`src/rtl/mcas_pkg.sv`:
```
// Shared types, constants and the channel-to-motor map for the current scanner.
package mcas_pkg;

	localparam int unsigned GAIN_W   = 20;
	localparam int unsigned OFFSET_W = 16;
	localparam int unsigned CFG_W    = 20;
	localparam int unsigned COUNT_W  = 14;
	localparam int unsigned PROD_W   = GAIN_W + COUNT_W;
	localparam int unsigned FRAC_W   = 16;
	localparam int unsigned MA_W     = 19;
	localparam int unsigned N_MOTORS = 4;

	localparam logic [GAIN_W-1:0]   GAIN_RESET   = 20'd273067;
	localparam logic [OFFSET_W-1:0] OFFSET_RESET = 16'd8550;
	localparam logic [7:0]          CMD_BASE     = 8'h84;

	typedef enum logic [0:0] {
		REG_GAIN   = 1'b0,
		REG_OFFSET = 1'b1
	} cfg_reg_t;

	typedef logic [1:0] chan_t;
	typedef logic signed [MA_W-1:0] ma_t;

	// Board wiring: converter channel to motor slot.
	function automatic chan_t chan_to_motor(input chan_t ch);
		chan_t m;
		unique case (ch)
			2'd0: m = 2'd3;
			2'd1: m = 2'd0;
			2'd2: m = 2'd2;
			2'd3: m = 2'd1;
			default: m = 2'd0;
		endcase
		return m;
	endfunction

	function automatic logic [7:0] cmd_for(input chan_t ch);
		return CMD_BASE | {1'b0, ch, 5'd0};
	endfunction

endpackage

```
`src/rtl/motor_current_adc_scanner.sv`:
```
// Motor current scanner: decodes converter reads, scales to mA, keeps four motor currents.
//
// Input channel (in_valid/in_ready): one completed three-byte converter read plus link_ok.
// Output channel (out_valid/out_ready): next conversion command byte, a sample_taken flag
// and the four stored motor currents (signed mA) as they stand after that read.
// A read with a good link and the ready bit (status_byte[7]) low is scaled as
// (gain_q16 * count) >> 16 - offset_ma, stored in the motor slot mapped from the active
// channel, and the channel advances round robin; any other read changes nothing.
// Result: the input register loads at the input accept, and the result register loads from it
// when the output is free. Throughput: one request per cycle while the result is not stalled;
// the path between the two registers is a single 20x14 multiply followed by one
// 19-bit subtract.
// The motor and channel registers double as the result register, so they are updated only
// when the result register is loaded.
// When out_ready is low the result holds and one more request is taken into the input
// register; in_ready then drops until the result is taken.
// Reset: gain and offset return to their calibration defaults, channel 0 is active, all
// currents read zero and both stages are empty.
// Configuration: cfg_we writes cfg_data to register cfg_index (0 gain, 1 offset); write
// only while idle.
module motor_current_adc_scanner
	import mcas_pkg::*;
(
	input  logic                clk,
	input  logic                arst_n,
	input  logic                cfg_we,
	input  logic [0:0]          cfg_index,
	input  logic [CFG_W-1:0]    cfg_data,
	input  logic                in_valid,
	output logic                in_ready,
	input  logic                link_ok,
	input  logic [7:0]          data_high,
	input  logic [7:0]          data_low,
	input  logic [7:0]          status_byte,
	output logic                out_valid,
	input  logic                out_ready,
	output logic [7:0]          command_byte,
	output logic                sample_taken,
	output logic signed [MA_W-1:0] motor0_ma,
	output logic signed [MA_W-1:0] motor1_ma,
	output logic signed [MA_W-1:0] motor2_ma,
	output logic signed [MA_W-1:0] motor3_ma
);

	logic [GAIN_W-1:0]   gain_q;
	logic [OFFSET_W-1:0] offset_q;

	logic               valid_s1;
	logic               take_s1;
	logic [COUNT_W-1:0] count_s1;

	logic   out_valid_q;
	logic   taken_q;
	chan_t  chan_q;
	ma_t    motor_q [N_MOTORS];

	logic                       out_free;
	logic [PROD_W-1:0]          product;
	logic [PROD_W-FRAC_W-1:0]   scaled;
	logic [MA_W-1:0]            value;

	always_ff @(posedge clk or negedge arst_n) begin
		if (!arst_n) begin
			gain_q   <= GAIN_RESET;
			offset_q <= OFFSET_RESET;
		end else if (cfg_we) begin
			case (cfg_reg_t'(cfg_index))
				REG_GAIN:   gain_q   <= cfg_data[GAIN_W-1:0];
				REG_OFFSET: offset_q <= cfg_data[OFFSET_W-1:0];
				default: ;
			endcase
		end
	end

	assign out_free = !out_valid_q || out_ready;
	assign in_ready = !valid_s1 || out_free;

	// Input register
	always_ff @(posedge clk or negedge arst_n) begin
		if (!arst_n) begin
			valid_s1 <= 1'b0;
		end else if (in_ready) begin
			valid_s1 <= in_valid;
		end
	end

	always_ff @(posedge clk) begin
		if (in_ready && in_valid) begin
			take_s1  <= link_ok && !status_byte[7];
			count_s1 <= {data_high[5:0], data_low};
		end
	end

	assign product = gain_q * {{(PROD_W-COUNT_W){1'b0}}, count_s1};
	assign scaled  = product[PROD_W-1:FRAC_W];
	// Wraps to two's complement when the offset exceeds the scaled value
	assign value   = {{(MA_W-(PROD_W-FRAC_W)){1'b0}}, scaled}
		- {{(MA_W-OFFSET_W){1'b0}}, offset_q};

	// Result register: flag, active channel and the motor currents
	always_ff @(posedge clk or negedge arst_n) begin
		if (!arst_n) begin
			out_valid_q <= 1'b0;
			taken_q     <= 1'b0;
			chan_q      <= '0;
			for (int i = 0; i < N_MOTORS; i++) begin
				motor_q[i] <= '0;
			end
		end else if (out_free) begin
			out_valid_q <= valid_s1;
			if (valid_s1) begin
				taken_q <= take_s1;
				if (take_s1) begin
					motor_q[chan_to_motor(chan_q)] <= ma_t'(value);
					chan_q <= chan_q + 2'd1;
				end
			end
		end
	end

	assign out_valid    = out_valid_q;
	assign sample_taken = taken_q;
	assign command_byte = cmd_for(chan_q);
	assign motor0_ma    = motor_q[0];
	assign motor1_ma    = motor_q[1];
	assign motor2_ma    = motor_q[2];
	assign motor3_ma    = motor_q[3];

endmodule

```
`config.mk`:
```
export PLATFORM = sky130hd
export DESIGN_NAME = motor_current_adc_scanner
export DESIGN_NICKNAME = d
export VERILOG_FILES = /design/src/rtl/mcas_pkg.sv /design/src/rtl/motor_current_adc_scanner.sv
export SDC_FILE = /design/constraint.sdc
export NUM_CORES = 1
export LEC_CHECK = 0
export BUFFER_PORTS_ARGS = -buffer_cell sky130_fd_sc_hd__buf_2
export CAP_MARGIN = 20
export CORE_ASPECT_RATIO = 1.1
export CORE_MARGIN = 3
export CORE_UTILIZATION = 40
export CTS_CLUSTER_DIAMETER = 120
export DETAILED_ROUTE_END_ITERATION = 8
export HOLD_SLACK_MARGIN = 0.1
export PLACE_DENSITY = 0.68
export SLEW_MARGIN = 0
export SYNTH_ARGS = -nofsm -noshare
export SYNTH_HDL_FRONTEND = slang
export SYNTH_SLANG_ARGS = --single-unit
```
`constraint.sdc`:
```
create_clock -name clk -period 7.6 [get_ports clk]
set_input_delay 0.38 -clock clk [delete_from_list [all_inputs] [get_ports clk]]
set_output_delay 0.38 -clock clk [all_outputs]
set_load 0.02 [all_outputs]
```
== After elaboration in Yosys (flattened, before gate mapping) ==
Cells that the tools add are included.
Operators by class
  mux-type cells: 7
  order comparisons: 2
  $mul: 1
  equal/unequal tests: 3
  reduce and logical (&&, ||, !) cells: 13
  $add $sub $neg: 2
  bitwise gates (word level): 2
Operator list (number)
  $bwmux 76: 1
  $demux 19 s2: 1
  $mul 20x14->34: 1
  $mux 19: 1
  $sub 18x16->19: 1
  $pmux 2 s4: 1
  $mux 2: 3
  $reduce_and 2->1: 3
  $eq 2x2->1 const B: 2
  $ge 3x3->1 const B: 1
  $logic_and 1x1->1: 3
  $logic_not 1->1: 3
  $lt 3x1->1 const B: 1
  $not 2->3: 1
  $reduce_and 3->1: 1
  $add 2x1->2 const B: 1
  $eq 2x1->1 const B: 1
  $logic_not 2->1: 1
  $logic_or 1x1->1: 2
  $not 1->1: 1
Word-level totals
  bits of input ports: 51
  output and inout bits: 87
  word-level logic and storage cells: 42
  bits in registers: 132

== Logic depth before layout (Yosys ltp) ==
Gate-level depths: netlist of run 1.
  depth in word-level cells: 11
  mapped depth: 32
  depth with buffers taken out: 31

== Worst setup path after synthesis of run 1 ==
Ideal clock, no wire load.
  path kind: flip-flop to flip-flop
  start point: register count_s1[2]
  end point: register motor_q, in the netlist motor0_ma[16]
  arrival time: 7.475 ns
  stages on the path, launching flop included: 33
  path buffers: 1
  data required time: 7.472 ns
  path slack: -0.003 ns
  setup time: 0.128 ns
  clock period less this slack: 7.603 ns
  cell sequence: edfxtp_1 > clkbuf_1 > and2_1 > fa_1 > inv_1 > fa_1 > inv_1 > fa_1 > inv_1 > fa_1 > inv_1 > fa_1 > inv_1 > fa_1 > inv_1 > ha_1 > nand3_1 > nor2_1 > a221oi_1 > o21ai_1 > a211oi_2 > o21bai_1 > a221oi_1 > xnor2_1 > ha_1 > a21o_1 > a21o_1 > a211oi_2 > nor3_1 > or4_1 > o211ai_2 > xor2_1 > mux2_1
Between the ends
  cells in the longest elaborated chain, start to end: 3
RTL lines
  start: declaration: RTL line motor_current_adc_scanner.sv:50  | logic [COUNT_W-1:0] count_s1;
  start signal: assignment: RTL line motor_current_adc_scanner.sv:90  | count_s1 <= {data_high[5:0], data_low};
  $mul 20x14->34: RTL line motor_current_adc_scanner.sv:94  | assign product = gain_q * {{(PROD_W-COUNT_W){1'b0}}, count_s1};
  $sub 18x16->19: RTL line motor_current_adc_scanner.sv:98  | - {{(MA_W-OFFSET_W){1'b0}}, offset_q};
  $bwmux 76: RTL line motor_current_adc_scanner.sv:114  | motor_q[chan_to_motor(chan_q)] <= ma_t'(value);
  end signal: indexed assignment: RTL line motor_current_adc_scanner.sv:114
  end: declaration: RTL line motor_current_adc_scanner.sv:55  | ma_t motor_q [N_MOTORS];
Every way passes these cells.
A chain may end at the register's enable or synchronous reset.

== Worst setup path in the final report of run 1 ==
  start point: register count_s1[10]
  end point: register motor_q, in the netlist motor1_ma[18]
The elaborated chain is that of the path after synthesis.

==> flow_metrics.tcl, run 1 <==
set metrics [dict create \
    synth_flop_cell "dfrtp_1" \
    rsz0062_at_grt "true" \
    ant_nets 0 \
    dpl_cell_area_um2 16400 \
    port_buffers 122 \
    grt_antenna_before_repair 0 \
    ys_async_sr_fraction_pct 88.6 \
    synth_edf_count 15 \
    cpMostUsedCell "fa_1" \
    fin_skew_ns 0.0109 \
    area_delta_synth_final_pct 23.6 \
    fillCellCount 3112 \
    cts_buffers 17 \
    clk_latency_ns 0.42 \
    timing.final.ws_setup_ns -0.174 \
    grt_pass1_vias 11700 \
    cts_tree "built" \
    maxCapViolations 0 \
    drt_pass1_iterations 5 \
    holdWs_ns 0.128 \
    synth_area_um2 14500 \
    crit_arrival_ns 8.13 \
    required_ns 7.95 \
    antenna_cells 0 \
    io_pins 138 \
    synth.distinct_cells 66 \
    setup_viol 15 \
    finalInstanceArea_um2 18000 \
    violations "negative setup slack" \
    h-tree-depth 4 \
    core_area_um2 35500 \
    die-area_um2 38700 \
    wl_per_cell_um 17.0 \
    slowest_stage "fa_2" \
    avgViaCountPerCell 4.96 \
    grt_pass1_wl_um 59000 \
    routed_wl_um 36800 \
    hpwlAfterDp_um 28500 \
    worstSetupStartpointType "register" \
    crit_path_max_fanout 4 \
    rows 72 \
    gp_congestion 0.872 \
    hold_viol_final 0 \
    clk_pin_slew_ns 0.07 \
    endpoint_kind "register" \
    drt_iter0_markers 502 \
    die_w_um 188 \
    layout_commonest_cell "inv_1" \
    multiInputGateArea_um2 10500 \
    slew_viol_final 0 \
    final.period_utilization_pct 102 \
    placed_cells 2096 \
    dpl_worst_slack_ns -0.397 \
    holdCritPathClass "in2reg" \
    vias 10700 \
    seqCellArea_um2 3400 \
    overflow 0 \
    grt_max_degree 66 \
    ys_ff_latch 132 \
    ys_warn_count 0 \
    fmax_mhz 129 \
    initial_core_util_pct 40.9 \
    clk_path_buf_depth 2 \
    ctsRootBufferMaster "clkbuf_16" \
    track_usage_pct 18.8 \
    tightest_slew_ns 1.10 \
    syn_avg_cell_area_um2 10.1 \
    die_y_um 206 \
    relSlewSlack_pct 26.3 \
    final_cell_mix "inv_1 (268), fa_1 (209), nand2_1 (194)" \
    finalNetCount 2044 \
    status "complete, but fails checks" \
    min_period_ns 7.77 \
    drive_above_1_share_pct 30.4 \
    ys_seq_area_share_pct 23.4 \
    drt_drc_violations_left 0 \
    path_class "reg2reg" \
    cts.sinks 132 \
    instances_no_fill 2158 \
    synthCells 1444 \
    critPathMaxStageDelay_ns 0.60 \
]
-- logic make-up after synthesis --
family / after synthesis / synth area share, %
muxes: 96 / 7.44
xor gates and xnor gates: 31 / 1.87
adders and majority gates: 329 / 39.3
and+or+nand+nor: 378 / 12.7
other: 2 / 0.0517
buffers and inverters: 344 / 9.07
AOI/OAI and AO/OA: 132 / 6.19
DFF: 132 / 23.4
-- through the flow --
stage          util (%)  setup TNS [ns]
6_report           50.6           -1.02
2_1_floorplan         -               0
5_1_grt            50.6           -7.79
3_3_place_gp       46.3           -6.05
4_1_cts            49.1           -1.88
3_5_place_dp       46.3           -8.08
-- layer usage --
metal  vias up  GRT usage (%)  share of wire [%]
met2       253           34.6                 52
met1      5488           22.4                 41
li1       4906              -                  -
met4         0           5.90                2.2
met3        55           3.32                4.4
met5         -              0                  0
-- final timing paths --
kind / startpoint / end / slack, ns / cells past startpoint
setup / recovery: count_s1[10] / motor1_ma[18] / -0.17 / 30
hold / removal: data_low[4] / count_s1[4] / 0.13 / 1
setup reg to reg: count_s1[10] / motor1_ma[18] / -0.17 / 30
hold reg to reg: motor2_ma[0] / motor2_ma[0] / 0.48 / 2
max in group asynchronous: arst_n / gain_q[10] / 5.70 / 3
min in group asynchronous: arst_n / motor3_ma[15] / 0.60 / 2
-- cell usage after synthesis, types with 4 or more instances --
master	instances	area, um2
mux2_1	8	90.1
a211oi_1	5	37.5
a31oi_1	6	37.5
ha_1	116	1450
nand4_1	4	25.0
dfstp_2	15	394
and2_1	121	757
dfrtp_1	102	2550
nand3_1	10	50.1
o21bai_1	4	30.0
o21ai_0	22	110
inv_1	275	1030
xnor2_1	26	228
mux2_2	88	991
clkbuf_1	54	203
o21a_1	5	37.5
nor2_1	18	67.6
a21o_1	16	120
and3_1	4	25.0
nand2_1	198	743
buf_4	6	45.0
edfxtp_1	15	450
xor2_1	5	43.8
o31ai_1	6	45.0
nor2b_1	4	25.0
a21oi_1	34	170
fa_1	213	4260
buf_1	6	22.5
o21ai_1	7	35.0
-- state kept, by name, indices dropped and copies added, names as in the netlist, 2 cells and up --
register   cells
motor3_ma     19
offset_q      16
motor0_ma     19
chan_q         2
gain_q        20
motor2_ma     19
count_s1      14
motor1_ma     19
-- layout make-up --
cell class / count / share of cell area (%)
timing repair buffer: 266 / 10.5
clock buffer: 21 / 2.51
clock inverter: 11 / 0.662
inverter: 275 / 5.75
multi-input combinational: 972 / 58.3
tap: 481 / 3.35
sequential: 132 / 18.9
-- critical path, delay by kind of cell, from the launching register on --
kind,cells,cell delay (ns)
adders and majority gates,9,4.09
and+or+nand+nor,7,1.28
AOI/OAI and AO/OA,6,1.04
DFF,1,0.43
buffers and inverters,6,0.41
xor gates and xnor gates,1,0.22
muxes,1,0.22
-- timing repair --
| item | in CTS | in global routing |
|---|---|---|
| gates cloned | 0 | 1 |
| buffers inserted | 15 | 23 |
| pin swaps | 24 | 48 |
| gates resized for setup | 57 | 90 |
| setup endpoints to repair | 36 | 52 |
| hold endpoints to repair | 55 | 0 |
| hold buffers | 1 | 0 |
Power of run 1 is not shown: default switching activity piles up to over one toggle a cycle in this logic, so the estimate is an artifact.
==> run 2, diff against run 1 <==
Settings changed: PLACE_DENSITY 0.68 to 0.66, SKIP_LAST_GASP set to 1.
Clock period 7.6 ns to 9.3 ns, I/O delays scaled along.
==> flow_metrics.tcl, run 2 (same netlist as run 1, synthesis figures left out) <==
set metrics [dict create \
    holdCritPathClass "in2reg" \
    worstReg2RegStart "count_s1[5]" \
    instances_no_fill 2025 \
    hpwlAfterDp_um 27100 \
    cpMostUsedCell "fa_1" \
    final.period_utilization_pct 89.7 \
    gp_congestion 0.861 \
    endpoint_kind "register" \
    min_period_ns 8.34 \
    die-area_um2 38700 \
    initial_core_util_pct 40.9 \
    io_pins 138 \
    cts.sinks 132 \
    setup_viol 0 \
    drt_iter0_markers 507 \
    cts_buffers 17 \
    largest_register_ffs 20 \
    ant_nets 0 \
    placed_cells 1991 \
    top_layer "met5" \
    cp_num_cells 27 \
    relSlewSlack_pct 29.9 \
    routed-wl-met3_um 1820 \
    cts_tree "built" \
    grt_pass1_wl_um 57400 \
    wl_per_cell_um 16.6 \
    hold_viol_final 0 \
    worstSetupEndpoint "motor0_ma[15]" \
    slew_viol_final 0 \
    avgViaCountPerCell 5.04 \
    h-tree-depth 4 \
    crit_family "adder cells" \
    crit_buf_inv 3 \
    crit_path_start "count_s1[5]" \
    drt_drc_violations_left 0 \
    rows 72 \
    fin_skew_ns 0.0146 \
    core_area_um2 35500 \
    grt_antenna_before_repair 3 \
    rsz0062_at_grt "false" \
    overflow 0 \
    slowest_stage "edfxtp_1" \
    drt_pass1_iterations 7 \
    clk_pin_slew_ns 0.06 \
    reg2reg_to "motor0_ma[15]" \
    post-cts-setup-buffers 0 \
    finalNetCount 1910 \
    path_class "reg2reg" \
    wl_met2_um 17200 \
    met1Wirelength_um 14100 \
    worstSetupStartpointType "register" \
    status "complete, no violations" \
    tns_ns 0 \
    die_w_um 188 \
    port_buffers 122 \
    worstRegToRegCells 27 \
    die_y_um 206 \
    ctsRootBufferMaster "clkbuf_16" \
    area_delta_synth_final_pct 11.1 \
    largest-register "gain_q" \
    track_usage_pct 18.4 \
    clk_path_buf_depth 2 \
    crit_path_max_fanout 20 \
    grt_pass1_vias 11400 \
    layout_commonest_cell "inv_1" \
    holdWs_ns 0.215 \
    critPathMaxStageDelay_ns 0.89 \
    clk_latency_ns 0.43 \
    fillCellCount 3352 \
    maxCapViolations 0 \
    grt_max_degree 65 \
    fmax_mhz 120 \
    required_ns 9.66 \
    vias 10200 \
    final_cell_mix "inv_1 (275), fa_1 (213), nand2_1 (198)" \
    drive_above_1_share_pct 18.3 \
    routed_wl_um 33600 \
    tightest_slew_ns 1.05 \
    reg2reg_slack_ns 0.96 \
    crit_arrival_ns 8.70 \
]
==> run 2: how the worst min path moves through the flow <==
stage / from / end / slack [ns] / cells past startpoint
after detailed placement: motor0_ma[2] / motor0_ma[2] / 0.47 / 2
after global routing: data_low[6] / count_s1[6] / 0.20 / 1
after CTS: data_low[4] / count_s1[4] / 0.20 / 1
final: data_low[4] / count_s1[4] / 0.22 / 1
after floorplan: arst_n / chan_q[0] / 0.17 / 0
after global placement: motor3_ma[2] / motor3_ma[2] / 0.46 / 2
==> run 2: area by class of cell <==
class / instances / area, um2 / area share, %
Clock buffer: 19 / 433 / 2.68
Multi-Input combinational cell: 972 / 9830 / 60.9
Sequential cell: 132 / 3400 / 21.0
Tap cell: 481 / 602 / 3.73
Clock inverter: 13 / 149 / 0.923
Antenna cell: 1 / 2.50 / 0.0155
Inverter: 275 / 1030 / 6.40
Timing Repair Buffer: 132 / 691 / 4.28
==> run 2: repair_timing <==
item                      CTS  global route
hold buffers                1             0
hold endpoints to repair   11             0
gates resized for setup     0             0
==> run 2: worst register-to-register path, cell delays in order, from the launching register on <==
cell and delay, ns:
edfxtp_1 0.89, nand2_1 0.19, fa_1 0.60, fa_1 0.44, fa_1 0.55, inv_1 0.05
fa_1 0.46, fa_1 0.51, inv_1 0.05, fa_1 0.48, inv_1 0.04, ha_1 0.30
o21ai_0 0.22, a221oi_1 0.12, o21ai_0 0.17, o21ai_1 0.18, o41ai_2 0.43, nor2_1 0.14
a21bo_2 0.24, xor2_1 0.15, ha_1 0.35, a21o_1 0.20, a21o_1 0.17, a21oi_1 0.20
nand2_1 0.10, a41oi_1 0.41, a21boi_1 0.42, mux2_2 0.22
==> run 2: per-layer routing <==
layer  up-vias  track usage [%]
met4         4             4.74
met3        52             4.14
li1       4638                -
met1      5250             22.1
met5         -                0
met2       252             33.3
==> run 2: through the flow <==
| stage | setup WS [ns] | utilization, % | instance area [um2] |
|---|---|---|---|
| floorplan | 1.70 | - | 14500 |
| global placement | 1.02 | 43.8 | 15500 |
| detailed placement | 0.961 | 43.8 | 15500 |
| CTS | 0.891 | 45.5 | 16100 |
| global route | 0.339 | 45.5 | 16100 |
| finish | 0.958 | 45.5 | 16100 |
Power of run 2 is left out for the same reason.
